<file path="config.mk">
export PLATFORM = sky130hd
export DESIGN_NAME = byte_stream_to_radix_digits_core
export DESIGN_NICKNAME = d
export VERILOG_FILES = /design/src/design/bsrd_pkg.sv /design/src/design/bsrd_div.sv /design/src/design/byte_stream_to_radix_digits_core.sv
export SDC_FILE = /design/constraint.sdc
export NUM_CORES = 1
export LEC_CHECK = 0
export BUFFER_PORTS_ARGS = -buffer_cell sky130_fd_sc_hd__buf_2
export CORE_MARGIN = 2
export CORE_UTILIZATION = 60
export DETAILED_ROUTE_END_ITERATION = 10
export GPL_ROUTABILITY_DRIVEN = 0
export MAX_ROUTING_LAYER = met4
export PLACE_DENSITY = 0.77
export SLEW_MARGIN = 20
export SYNTH_ARGS = -nofsm -noshare
export SYNTH_HDL_FRONTEND = slang
export SYNTH_SLANG_ARGS = --single-unit
</file>
<file path="constraint.sdc">
create_clock -name clk -period 4.6 [get_ports clk]
set_clock_uncertainty 0.1 [all_clocks]
set_input_delay 0.92 -clock clk [delete_from_list [all_inputs] [get_ports clk]]
set_output_delay 0.92 -clock clk [all_outputs]
set_load 0.01 [all_outputs]
</file>
<file path="src/design/bsrd_pkg.sv">
// bsrd_pkg: shared types and constants for the byte-stream radix converter.
// Used by bsrd_div and byte_stream_to_radix_digits_core; no dependencies.
package bsrd_pkg;

	localparam int RADIX_W     = 8;
	localparam int COUNT_W     = 7;
	localparam int BYTE_W      = 8;
	localparam int CFG_IDX_W   = 1;
	localparam int RESULTS_MAX = 32;
	localparam int NRES_W      = 6;

	localparam logic [RADIX_W-1:0] RADIX_RESET       = 8'd62;
	localparam logic [RADIX_W-1:0] RADIX_MIN         = 8'd2;
	localparam logic [COUNT_W-1:0] DIGIT_COUNT_RESET = 7'd16;

	localparam logic [CFG_IDX_W-1:0] CFG_RADIX       = 1'b0;
	localparam logic [CFG_IDX_W-1:0] CFG_DIGIT_COUNT = 1'b1;

	typedef enum logic [1:0] {
		ST_IDLE,
		ST_DIV_VAL,
		ST_DIV_RNG,
		ST_EMIT
	} state_t;

	typedef struct packed {
		logic busy;
		logic done;
	} div_stat_t;

endpackage

</file>
<file path="src/design/bsrd_div.sv">
// bsrd_div: shared radix divider, restoring, one quotient bit per cycle.
// Divides a W-bit word by an 8-bit divisor; uses bsrd_pkg.
module bsrd_div #(
	parameter int W = 32
) (
	input  logic                          clk,
	input  logic                          arst_n,
	input  logic                          start,
	input  logic [W-1:0]                  dividend,
	input  logic [bsrd_pkg::RADIX_W-1:0]  divisor,
	output logic [W-1:0]                  quot,
	output logic [bsrd_pkg::RADIX_W-1:0]  rem,
	output bsrd_pkg::div_stat_t           stat
);

	localparam int CW = (W > 1) ? $clog2(W) : 1;

	logic                           busy_q;
	logic                           done_q;
	logic [CW-1:0]                  cnt_q;
	logic [W-1:0]                   quot_q;
	logic [bsrd_pkg::RADIX_W-1:0]   rem_q;
	logic [bsrd_pkg::RADIX_W:0]     trial;
	logic [bsrd_pkg::RADIX_W:0]     diff;
	logic                           ge;

	assign trial = {rem_q, quot_q[W-1]};
	assign diff  = trial - {1'b0, divisor};
	assign ge    = (trial >= {1'b0, divisor});

	always_ff @(posedge clk or negedge arst_n) begin
		if (!arst_n) begin
			busy_q <= 1'b0;
			done_q <= 1'b0;
			cnt_q  <= '0;
		end else begin
			done_q <= 1'b0;
			if (start) begin
				busy_q <= 1'b1;
				cnt_q  <= '0;
			end else if (busy_q) begin
				cnt_q <= cnt_q + 1'b1;
				if (cnt_q == CW'(W - 1)) begin
					busy_q <= 1'b0;
					done_q <= 1'b1;
				end
			end
		end
	end

	always_ff @(posedge clk) begin
		if (start) begin
			quot_q <= dividend;
			rem_q  <= '0;
		end else if (busy_q) begin
			quot_q <= {quot_q[W-2:0], ge};
			rem_q  <= ge ? diff[bsrd_pkg::RADIX_W-1:0] : trial[bsrd_pkg::RADIX_W-1:0];
		end
	end

	assign quot      = quot_q;
	assign rem       = rem_q;
	assign stat.busy = busy_q;
	assign stat.done = done_q;

endmodule

</file>
<file path="src/design/byte_stream_to_radix_digits_core.sv">
// byte_stream_to_radix_digits_core: top level of the byte-stream radix converter.
// Uses bsrd_pkg and one shared bsrd_div instance.

// Converts a byte stream, most significant byte first, into digit_count digits of
// base radix (digit indices, least significant digit first). Each accepted byte
// with digits owed shifts into the value accumulator and scales the range by 256,
// then emits digits while value/radix < range/radix. Both quotients come from one
// shared bit-serial divider, one after the other; in_ready is low while a byte
// is being divided and its digits emitted. A byte that arrives with no digits owed
// is taken and gives no result. Radix values 0 and 1 act as 2.
module byte_stream_to_radix_digits_core #(
	parameter int ACC_WIDTH = 32
) (
	input  logic                                clk,
	input  logic                                arst_n,
	input  logic                                in_valid,
	output logic                                in_ready,
	input  logic                                start_req,
	input  logic [bsrd_pkg::BYTE_W-1:0]         data_byte,
	output logic                                out_valid,
	input  logic                                out_ready,
	output logic [bsrd_pkg::RADIX_W-1:0]        digit,
	output logic                                last,
	input  logic                                cfg_valid,
	output logic                                cfg_ready,
	input  logic [bsrd_pkg::CFG_IDX_W-1:0]      cfg_index,
	input  logic [bsrd_pkg::RADIX_W-1:0]        cfg_data
);

	localparam int W = ACC_WIDTH;

	bsrd_pkg::state_t              state_q, state_d;
	logic [bsrd_pkg::RADIX_W-1:0]  radix_q;
	logic [bsrd_pkg::COUNT_W-1:0]  count_q;
	logic [bsrd_pkg::COUNT_W-1:0]  left_q;
	logic [bsrd_pkg::NRES_W-1:0]   nres_q;
	logic [W-1:0]                  val_q;
	logic [W-1:0]                  rng_q;
	logic [W-1:0]                  qv_q;
	logic [bsrd_pkg::RADIX_W-1:0]  rv_q;
	logic [W-1:0]                  qr_q;
	logic                          out_valid_q;
	logic [bsrd_pkg::RADIX_W-1:0]  digit_q;
	logic                          last_q;

	logic [bsrd_pkg::RADIX_W-1:0]  divisor;
	logic                          div_start;
	logic [W-1:0]                  div_dividend;
	logic [W-1:0]                  div_quot;
	logic [bsrd_pkg::RADIX_W-1:0]  div_rem;
	bsrd_pkg::div_stat_t           div_stat;

	logic                          in_acc;
	logic [bsrd_pkg::COUNT_W-1:0]  left_n;
	logic [W-1:0]                  val_base;
	logic [W-1:0]                  rng_base;
	logic [W-1:0]                  val_n;
	logic [W-1:0]                  rng_n;
	logic                          slot_free;
	logic                          emit;
	logic                          more;

	assign divisor   = (radix_q < bsrd_pkg::RADIX_MIN) ? bsrd_pkg::RADIX_MIN : radix_q;
	assign cfg_ready = 1'b1;
	assign in_ready  = (state_q == bsrd_pkg::ST_IDLE);
	assign in_acc    = in_valid && in_ready;
	assign slot_free = !out_valid_q || out_ready;

	assign left_n   = start_req ? count_q : left_q;
	assign val_base = start_req ? '0 : val_q;
	assign rng_base = start_req ? W'(1) : rng_q;
	assign val_n    = {val_base[W-bsrd_pkg::BYTE_W-1:0], data_byte};
	assign rng_n    = {rng_base[W-bsrd_pkg::BYTE_W-1:0], {bsrd_pkg::BYTE_W{1'b0}}};

	assign emit = (state_q == bsrd_pkg::ST_EMIT) && (qv_q < qr_q) && slot_free;
	assign more = (left_q != bsrd_pkg::COUNT_W'(1))
		&& (nres_q != bsrd_pkg::NRES_W'(bsrd_pkg::RESULTS_MAX - 1));

	bsrd_div #(
		.W(W)
	) u_div (
		.clk      (clk),
		.arst_n   (arst_n),
		.start    (div_start),
		.dividend (div_dividend),
		.divisor  (divisor),
		.quot     (div_quot),
		.rem      (div_rem),
		.stat     (div_stat)
	);

	always_ff @(posedge clk or negedge arst_n) begin
		if (!arst_n) begin
			state_q <= bsrd_pkg::ST_IDLE;
		end else begin
			state_q <= state_d;
		end
	end

	always_comb begin
		state_d      = state_q;
		div_start    = 1'b0;
		div_dividend = val_n;
		unique case (state_q)
			bsrd_pkg::ST_IDLE: begin
				if (in_acc && (left_n != '0)) begin
					div_start    = 1'b1;
					div_dividend = val_n;
					state_d      = bsrd_pkg::ST_DIV_VAL;
				end
			end
			bsrd_pkg::ST_DIV_VAL: begin
				if (div_stat.done) begin
					div_start    = 1'b1;
					div_dividend = rng_q;
					state_d      = bsrd_pkg::ST_DIV_RNG;
				end
			end
			bsrd_pkg::ST_DIV_RNG: begin
				if (div_stat.done) begin
					state_d = bsrd_pkg::ST_EMIT;
				end
			end
			bsrd_pkg::ST_EMIT: begin
				if (!(qv_q < qr_q)) begin
					state_d = bsrd_pkg::ST_IDLE;
				end else if (slot_free) begin
					if (more) begin
						div_start    = 1'b1;
						div_dividend = qv_q;
						state_d      = bsrd_pkg::ST_DIV_VAL;
					end else begin
						state_d = bsrd_pkg::ST_IDLE;
					end
				end
			end
			default: begin
				state_d = bsrd_pkg::ST_IDLE;
			end
		endcase
	end

	// control: config, digit counters, value and range accumulators, output word valid
	always_ff @(posedge clk or negedge arst_n) begin
		if (!arst_n) begin
			radix_q     <= bsrd_pkg::RADIX_RESET;
			count_q     <= bsrd_pkg::DIGIT_COUNT_RESET;
			left_q      <= '0;
			nres_q      <= '0;
			out_valid_q <= 1'b0;
			val_q       <= '0;
			rng_q       <= W'(1);
		end else begin
			if (cfg_valid && cfg_ready) begin
				unique case (cfg_index)
					bsrd_pkg::CFG_RADIX:       radix_q <= cfg_data;
					bsrd_pkg::CFG_DIGIT_COUNT: count_q <= cfg_data[bsrd_pkg::COUNT_W-1:0];
					default: ;
				endcase
			end
			if (in_acc) begin
				left_q <= left_n;
				nres_q <= '0;
				if (left_n != '0) begin
					val_q <= val_n;
					rng_q <= rng_n;
				end else begin
					val_q <= val_base;
					rng_q <= rng_base;
				end
			end else if (emit) begin
				left_q <= left_q - 1'b1;
				nres_q <= nres_q + 1'b1;
				val_q  <= qv_q;
				rng_q  <= qr_q;
			end
			if (emit) begin
				out_valid_q <= 1'b1;
			end else if (out_ready) begin
				out_valid_q <= 1'b0;
			end
		end
	end

	always_ff @(posedge clk) begin
		if ((state_q == bsrd_pkg::ST_DIV_VAL) && div_stat.done) begin
			qv_q <= div_quot;
			rv_q <= div_rem;
		end
		if ((state_q == bsrd_pkg::ST_DIV_RNG) && div_stat.done) begin
			qr_q <= div_quot;
		end
		if (emit) begin
			digit_q <= rv_q;
			last_q  <= (left_q == bsrd_pkg::COUNT_W'(1));
		end
	end

	assign out_valid = out_valid_q;
	assign digit     = digit_q;
	assign last      = last_q;

endmodule
</file>
== Word level (Yosys, flattened, before mapping) ==
Index checks and enable logic that the tools add are counted.
Storage, ports and cells
  input port bits: 23
  logic and storage cells: 102
  bits in registers: 215
  output and inout bits: 12
Operators by class
  add/subtract/negate cells: 4
  order comparisons: 3
  bitwise logic cells: 1
  muxes and demuxes: 45
  reductions and logical operators: 18
  equality and inequality tests: 12
Operators by type and width (count)
  $mux 32: 10
  $mux 24: 4
  $pmux 32 s2: 1
  $lt 32x32->1: 1
  $mux 7: 3
  $mux 8: 2
  $mux 1: 14
  $mux 6: 2
  $mux 2: 5
  $mux 5: 2
  $ge 9x8->1: 1
  $lt 8x2->1 const B: 1
  $pmux 2 s4: 1
  $sub 8x8->8: 1
  $eq 7x1->1 const B: 1
  $logic_and 1x1->1: 7
  $ne 7x1->1 const B: 1
  $reduce_bool 7->1: 1
  $sub 7x1->7 const B: 1
  $add 6x1->6 const B: 1
  $ne 2x1->1 const B: 3
  $ne 6x5->1 const B: 1
  $reduce_and 2->1: 3
  $reduce_bool 2->1: 3
  other kinds (12): 13

== Depth between registers and ports, before layout ==
  depth in word-level cells: 7
  depth in mapped cells: 13
  depth with buffers taken out: 13

== Modules after synthesis ==
A second synthesis with hierarchy kept.
Second synthesis, totals
  cell total of the unflattened synthesis: 933
  area total of the unflattened synthesis: 10903.0 sq um
Modules (own cells, without submodules)
  byte_stream_to_radix_digits_core: seq. area each 4618.2 sq um, instances 1, cells each 745, area an instance 8500.7 sq um
  bsrd_div: seq. area each 1296.2 sq um, instances 1, cells each 188, area an instance 2402.3 sq um

== Worst setup path after synthesis ==
Ideal clock, no wire load.
  path kind: flip-flop to flip-flop
  start: reg state_q[1]
  end: reg u_div.quot_q[15] (netlist: u_div.quot[15]) (data pin)
  required time: 4.235 ns
  arrival time: 3.045 ns
  stages on the path, launching flop included: 9
  setup slack: 1.190 ns
  path buffers: 2
  period minus slack after synthesis: 3.410 ns
  setup time: 0.265 ns
  path through: dfrtp_1 inv_1 ha_1 clkbuf_1 and2_1 clkbuf_1 nor2_1 a22oi_1 a31oi_1
On the way
  word-level cells in the longest chain between the ends: 6
  elaborated cells between the ends (all ways): 9
  those cells by class: eq/ne: 2; mux: 4; reduce/logical: 3
RTL lines
  from (decl): line byte_stream_to_radix_digits_core.sv:32  | bsrd_pkg::state_t state_q, state_d;
  from (signal assigned): line byte_stream_to_radix_digits_core.sv:94  | state_q <= bsrd_pkg::ST_IDLE;
  from (signal assigned): line byte_stream_to_radix_digits_core.sv:96  | state_q <= state_d;
  $logic_not 2->1: line byte_stream_to_radix_digits_core.sv:65, byte_stream_to_radix_digits_core.sv:104
  $logic_and 1x1->1: line byte_stream_to_radix_digits_core.sv:66  | assign in_acc = in_valid && in_ready;
  $logic_and 1x1->1: line byte_stream_to_radix_digits_core.sv:106  | if (in_acc && (left_n != '0)) begin
  $mux 1: line byte_stream_to_radix_digits_core.sv:106
  $pmux 1 s3: line byte_stream_to_radix_digits_core.sv:104  | unique case (state_q)
  $mux 32 *: line bsrd_div.sv:52  | if (start) begin
  to (signal assigned): line bsrd_div.sv:53  | quot_q <= dividend;
  to (signal assigned): line bsrd_div.sv:56  | quot_q <= {quot_q[W-2:0], ge};
  to (decl): line bsrd_div.sv:21  | logic [W-1:0] quot_q;
Every way passes the cells marked *; elsewhere a longest branch is shown, timed or not.
A chain may end at the register's enable or synchronous reset.

== Worst setup path in the final report ==
  start: reg qv_q[6]
  end: reg u_div.quot_q[10] (netlist: u_div.quot[10]) (data pin)
On the way
  word-level cells in the longest chain between the ends: 4
  elaborated cells between the ends (all ways): 6
  those cells by class: order compare: 1; mux: 5
RTL lines
  from (decl): line byte_stream_to_radix_digits_core.sv:39  | logic [W-1:0] qv_q;
  from (signal assigned): line byte_stream_to_radix_digits_core.sv:187  | qv_q <= div_quot;
  $lt 32x32->1 *: line byte_stream_to_radix_digits_core.sv:125  | if (!(qv_q < qr_q)) begin
  $mux 1 or $mux 32 (tied branches): line byte_stream_to_radix_digits_core.sv:125
  $pmux 1 s3 or $pmux 32 s2 (tied branches): line byte_stream_to_radix_digits_core.sv:104
  $mux 32 *: line bsrd_div.sv:52
Marked as above.

==> results by group <==
Placement
  • Port Buffers: 33
  • Post-DP HPWL: between 15,000 and 20,000 um
  • Placed Area: between 10,000 and 15,000 sq um

Layout
  • Final Util: around two thirds
  • # fillers: between 1,000 and 1,500
  • Area delta synth->final: 10.8%
  • Post-layout net count: 1,106
  • Commonest non-fill, non-tap cell in the layout: edfxtp_1
  • Most frequent cells in the layout: 113 x edfxtp_1, 87 x dfrtp_1, 68 x nand2_1
  • ANT cells: 0
  • Share of cells above drive strength 1: between 10% and 20%
  • Fin area: approximately 13,000 sq um

STA
  • Final setup viols: 0
  • Fin crit share: between 80 and 90%
  • Fmax: 0.271 GHz
  • Crit path time final: around 3.7 ns
  • Pin slew with the least headroom to its limit: around 0.95 ns
  • RSZ-0062 raised after global routing: false
  • Fin. Hold Viols: 0
  • Max-slew headroom: between 30 and 40%
  • Final TNS setup: 0 ns
  • Fin. max-slew vios: 0

Run
  • Max-cap viol count: 0

Worst setup path
  • Reg2Reg Depth: 10
  • Critical Path Start Type: flop
  • Worst Path Arrival: approximately 4 ns
  • Crit-path cells: ha_1, nand2_1, nor3_1, a21oi_1, o41ai_4, buf_4, a21o_1, buf_4, a31oi_1, a31oi_1
  • Critical path's top delay family: compound AO/OA/AOI/OAI gates
  • Worst R2R Start: qv_q[6]
  • Slowest cell on the critical path: o41ai_4
  • Setup crit start: qv_q[6]
  • Largest stage delay, worst path: around 0.64 ns
  • Crit path kind: reg -> reg
  • Crit. End Element: flop
  • Critical path depth: 10
  • Worst-path fanout max: 23
  • Critical Path RT: between 4 and 5 ns
  • Crit path buf inv count: 2

Floorplan
  • Die width: ~140 um
  • IO Pins: 35
  • Starting Density: around 61%
  • Core ar.: between 15,000 and 20,000 sq um
  • Die area: between 20,000 and 25,000 sq um
  • Row count: 50
  • Die height: roughly 140 um

Clock tree
  • Clock transition at path regs: around 0.06 ns
  • Clk_lat worst skew: 0.52 ns
  • PostCTS Resize Cnt: 0
  • CTS tree: built
  • CTS sink cnt: between 200 and 250
  • Postcts setup bufs: 0
  • H-tree Lvls: 1
  • Clk buf depth: 3
  • Root Buffer: clkbuf_16
  • Cts hold-fix bufs: 0
  • Inserted Clock Buffers: 24

Synthesis
  • Primary FF master, synth: edfxtp_1
  • Yosys reg bits: between 200 and 250
  • YS warnings: 0
  • Sequential element share of the synthesized area: between 50 and 60%
  • Post-synth EDFFs: 113
  • Avg Cell Area, Syn: 11.1 sq um
  • Mapped cell area: ~11,000 sq um
  • Async set or reset register ratio after synthesis: a little over two fifths
  • Syn Nets: approximately 1,100
  • Post-Syn Instances: between 1,000 and 1,500
  • Netlist cell types: between 60 and 70

Hold path
  • Worst hold path type: reg -> reg
  • Worst Hold Launch: rv_q[1]
  • Hold Path Depth: 0

Detailed routing
  • Total Wirelength: around 30,000 um
  • Vias: 8,775
  • Vias per cell: 6.83
  • Remaining DRCs: 0
  • Final ANT Viol Nets: 0
  • Drt first pass iters: 5
  • Initial DRC Count: 808
  • Drt wl/cell: between 20 and 25 um

Global routing
  • Largest net degree at the start of global routing: between 70 and 80
  • GRT Residual Overflow: 0
  • Gr usage total: a little under a third
  • First-pass GRT wire length: ~47,000 um
  • Vias in the first global route: 8,731
  • Initial antenna violation count: 0

Pwr
  • PD cells: ~630 nW/um^2
  • Design Power: around 0.008 W
  • Worst VDD drop: approximately 520 uV
  • Leak Pwr: approximately 4.9 nW

Run status
  • Outcome: complete, no violations
per-layer routing:
metal	vias up	wire, um	GRT usage (%)
met2	453	13900	48.1
met5	-	0	-
met1	4324	12300	42.4
met3	60	2730	4.72
met4	0	644	8.84
li1	3938	-	-
cells in the mapped netlist (3+ instances only):
cell	number	share of area, %
a211oi_1	39	2.6
a21o_1	5	0.33
a21oi_1	55	2.4
a221oi_1	4	0.31
a22o_1	8	0.62
a22oi_1	47	3.1
a311oi_1	19	1.5
a31o_2	4	0.31
a31oi_1	32	1.8
and2_1	6	0.33
and3_1	8	0.44
buf_2	13	0.57
buf_4	7	0.46
clkbuf_1	51	1.7
dfrtp_1	87	19
dfstp_2	7	1.6
dfxtp_1	8	1.4
edfxtp_1	113	30
ha_1	49	5.4
inv_1	54	1.8
mux2_2	35	3.5
mux2i_1	32	2.8
nand2_1	69	2.3
nand2b_1	3	0.17
nand3_1	7	0.31
nand4_1	10	0.55
nor2_1	49	1.6
nor2b_1	30	1.7
nor3_1	27	1.2
o21a_1	3	0.20
o21ai_0	30	1.3
o2bb2ai_1	48	3.7
o32ai_1	16	1.2
xnor2_1	4	0.31
xor2_1	3	0.23
worst register-to-register path, cell delays in order (launching register included):
cell and delay (ns):
edfxtp_1 0.44, ha_1 0.31, nand2_1 0.05, nor3_1 0.22, a21oi_1 0.16, o41ai_4 0.64, buf_4 0.38, a21o_1 0.43
buf_4 0.40, a31oi_1 0.15, a31oi_1 0.24
kinds of logic (layout without fill, tap and decap cells):
group                    after synthesis  after routing  synth area share, %
adder cells (fa/ha/maj)               50             50                 5.57
AO/OA/AOI/OAI                        329            329                 21.2
flip-flops                           215            215                 52.0
buffers and inverters                127            158                 4.57
other                                  1              1               0.0330
XOR/XNOR                               7              7                0.540
AND/OR/NAND/NOR                      224            224                 9.74
multiplexers                          67             67                 6.29
power breakdown:
group	total [W]	internal, W	leakage (nW)	switching [W]
Sequential	0.00320	0.00272	2.29	0.000484
Clock	0.00206	0.00128	0.421	0.000780
Combinational	0.00261	0.00107	2.20	0.00154
cell type report:
class                   count  area, sq um  area share, %
multi-input cells         678         4960           39.4
well taps                 234          293           2.32
inverters                  54          203           1.61
flip-flops and latches    215         5910           47.0
repair buffers             60          370           2.94
clock inverters            18          211           1.68
clock buffers              26          639           5.08
worst paths after layout:
check / to / slack [ns]
max: u_div.quot[10] / 0.91
min: digit[1] / 0.32
max reg2reg: u_div.quot[10] / 0.91
min reg2reg: digit[1] / 0.32
max in group asynchronous: val_q[12] / 3.06
min in group asynchronous: nres_q[5] / 0.43
state kept, by name, indices dropped and copies added (netlist names), 6 cells and up:
| name | count |
|---|---|
| count_q | 7 |
| digit | 8 |
| left_q | 7 |
| nres_q | 6 |
| qr_q | 32 |
| qv_q | 32 |
| radix_q | 8 |
| rng_q | 32 |
| rv_q | 8 |
| u_div.quot | 32 |
| u_div.rem | 8 |
| val_q | 24 |
per-stage QoR:
stage                     cells  setup slack [ns]  hold slack [ns]
after CTS                  1285             0.983            0.320
after global routing       1285             0.804            0.328
after detailed placement   1241              1.06            0.306
final                      1285             0.914            0.319
after global placement     1241              1.07            0.303
after floorplan            1020              1.19            0.300
No activity file was read; power rests on OpenSTA's default activity.
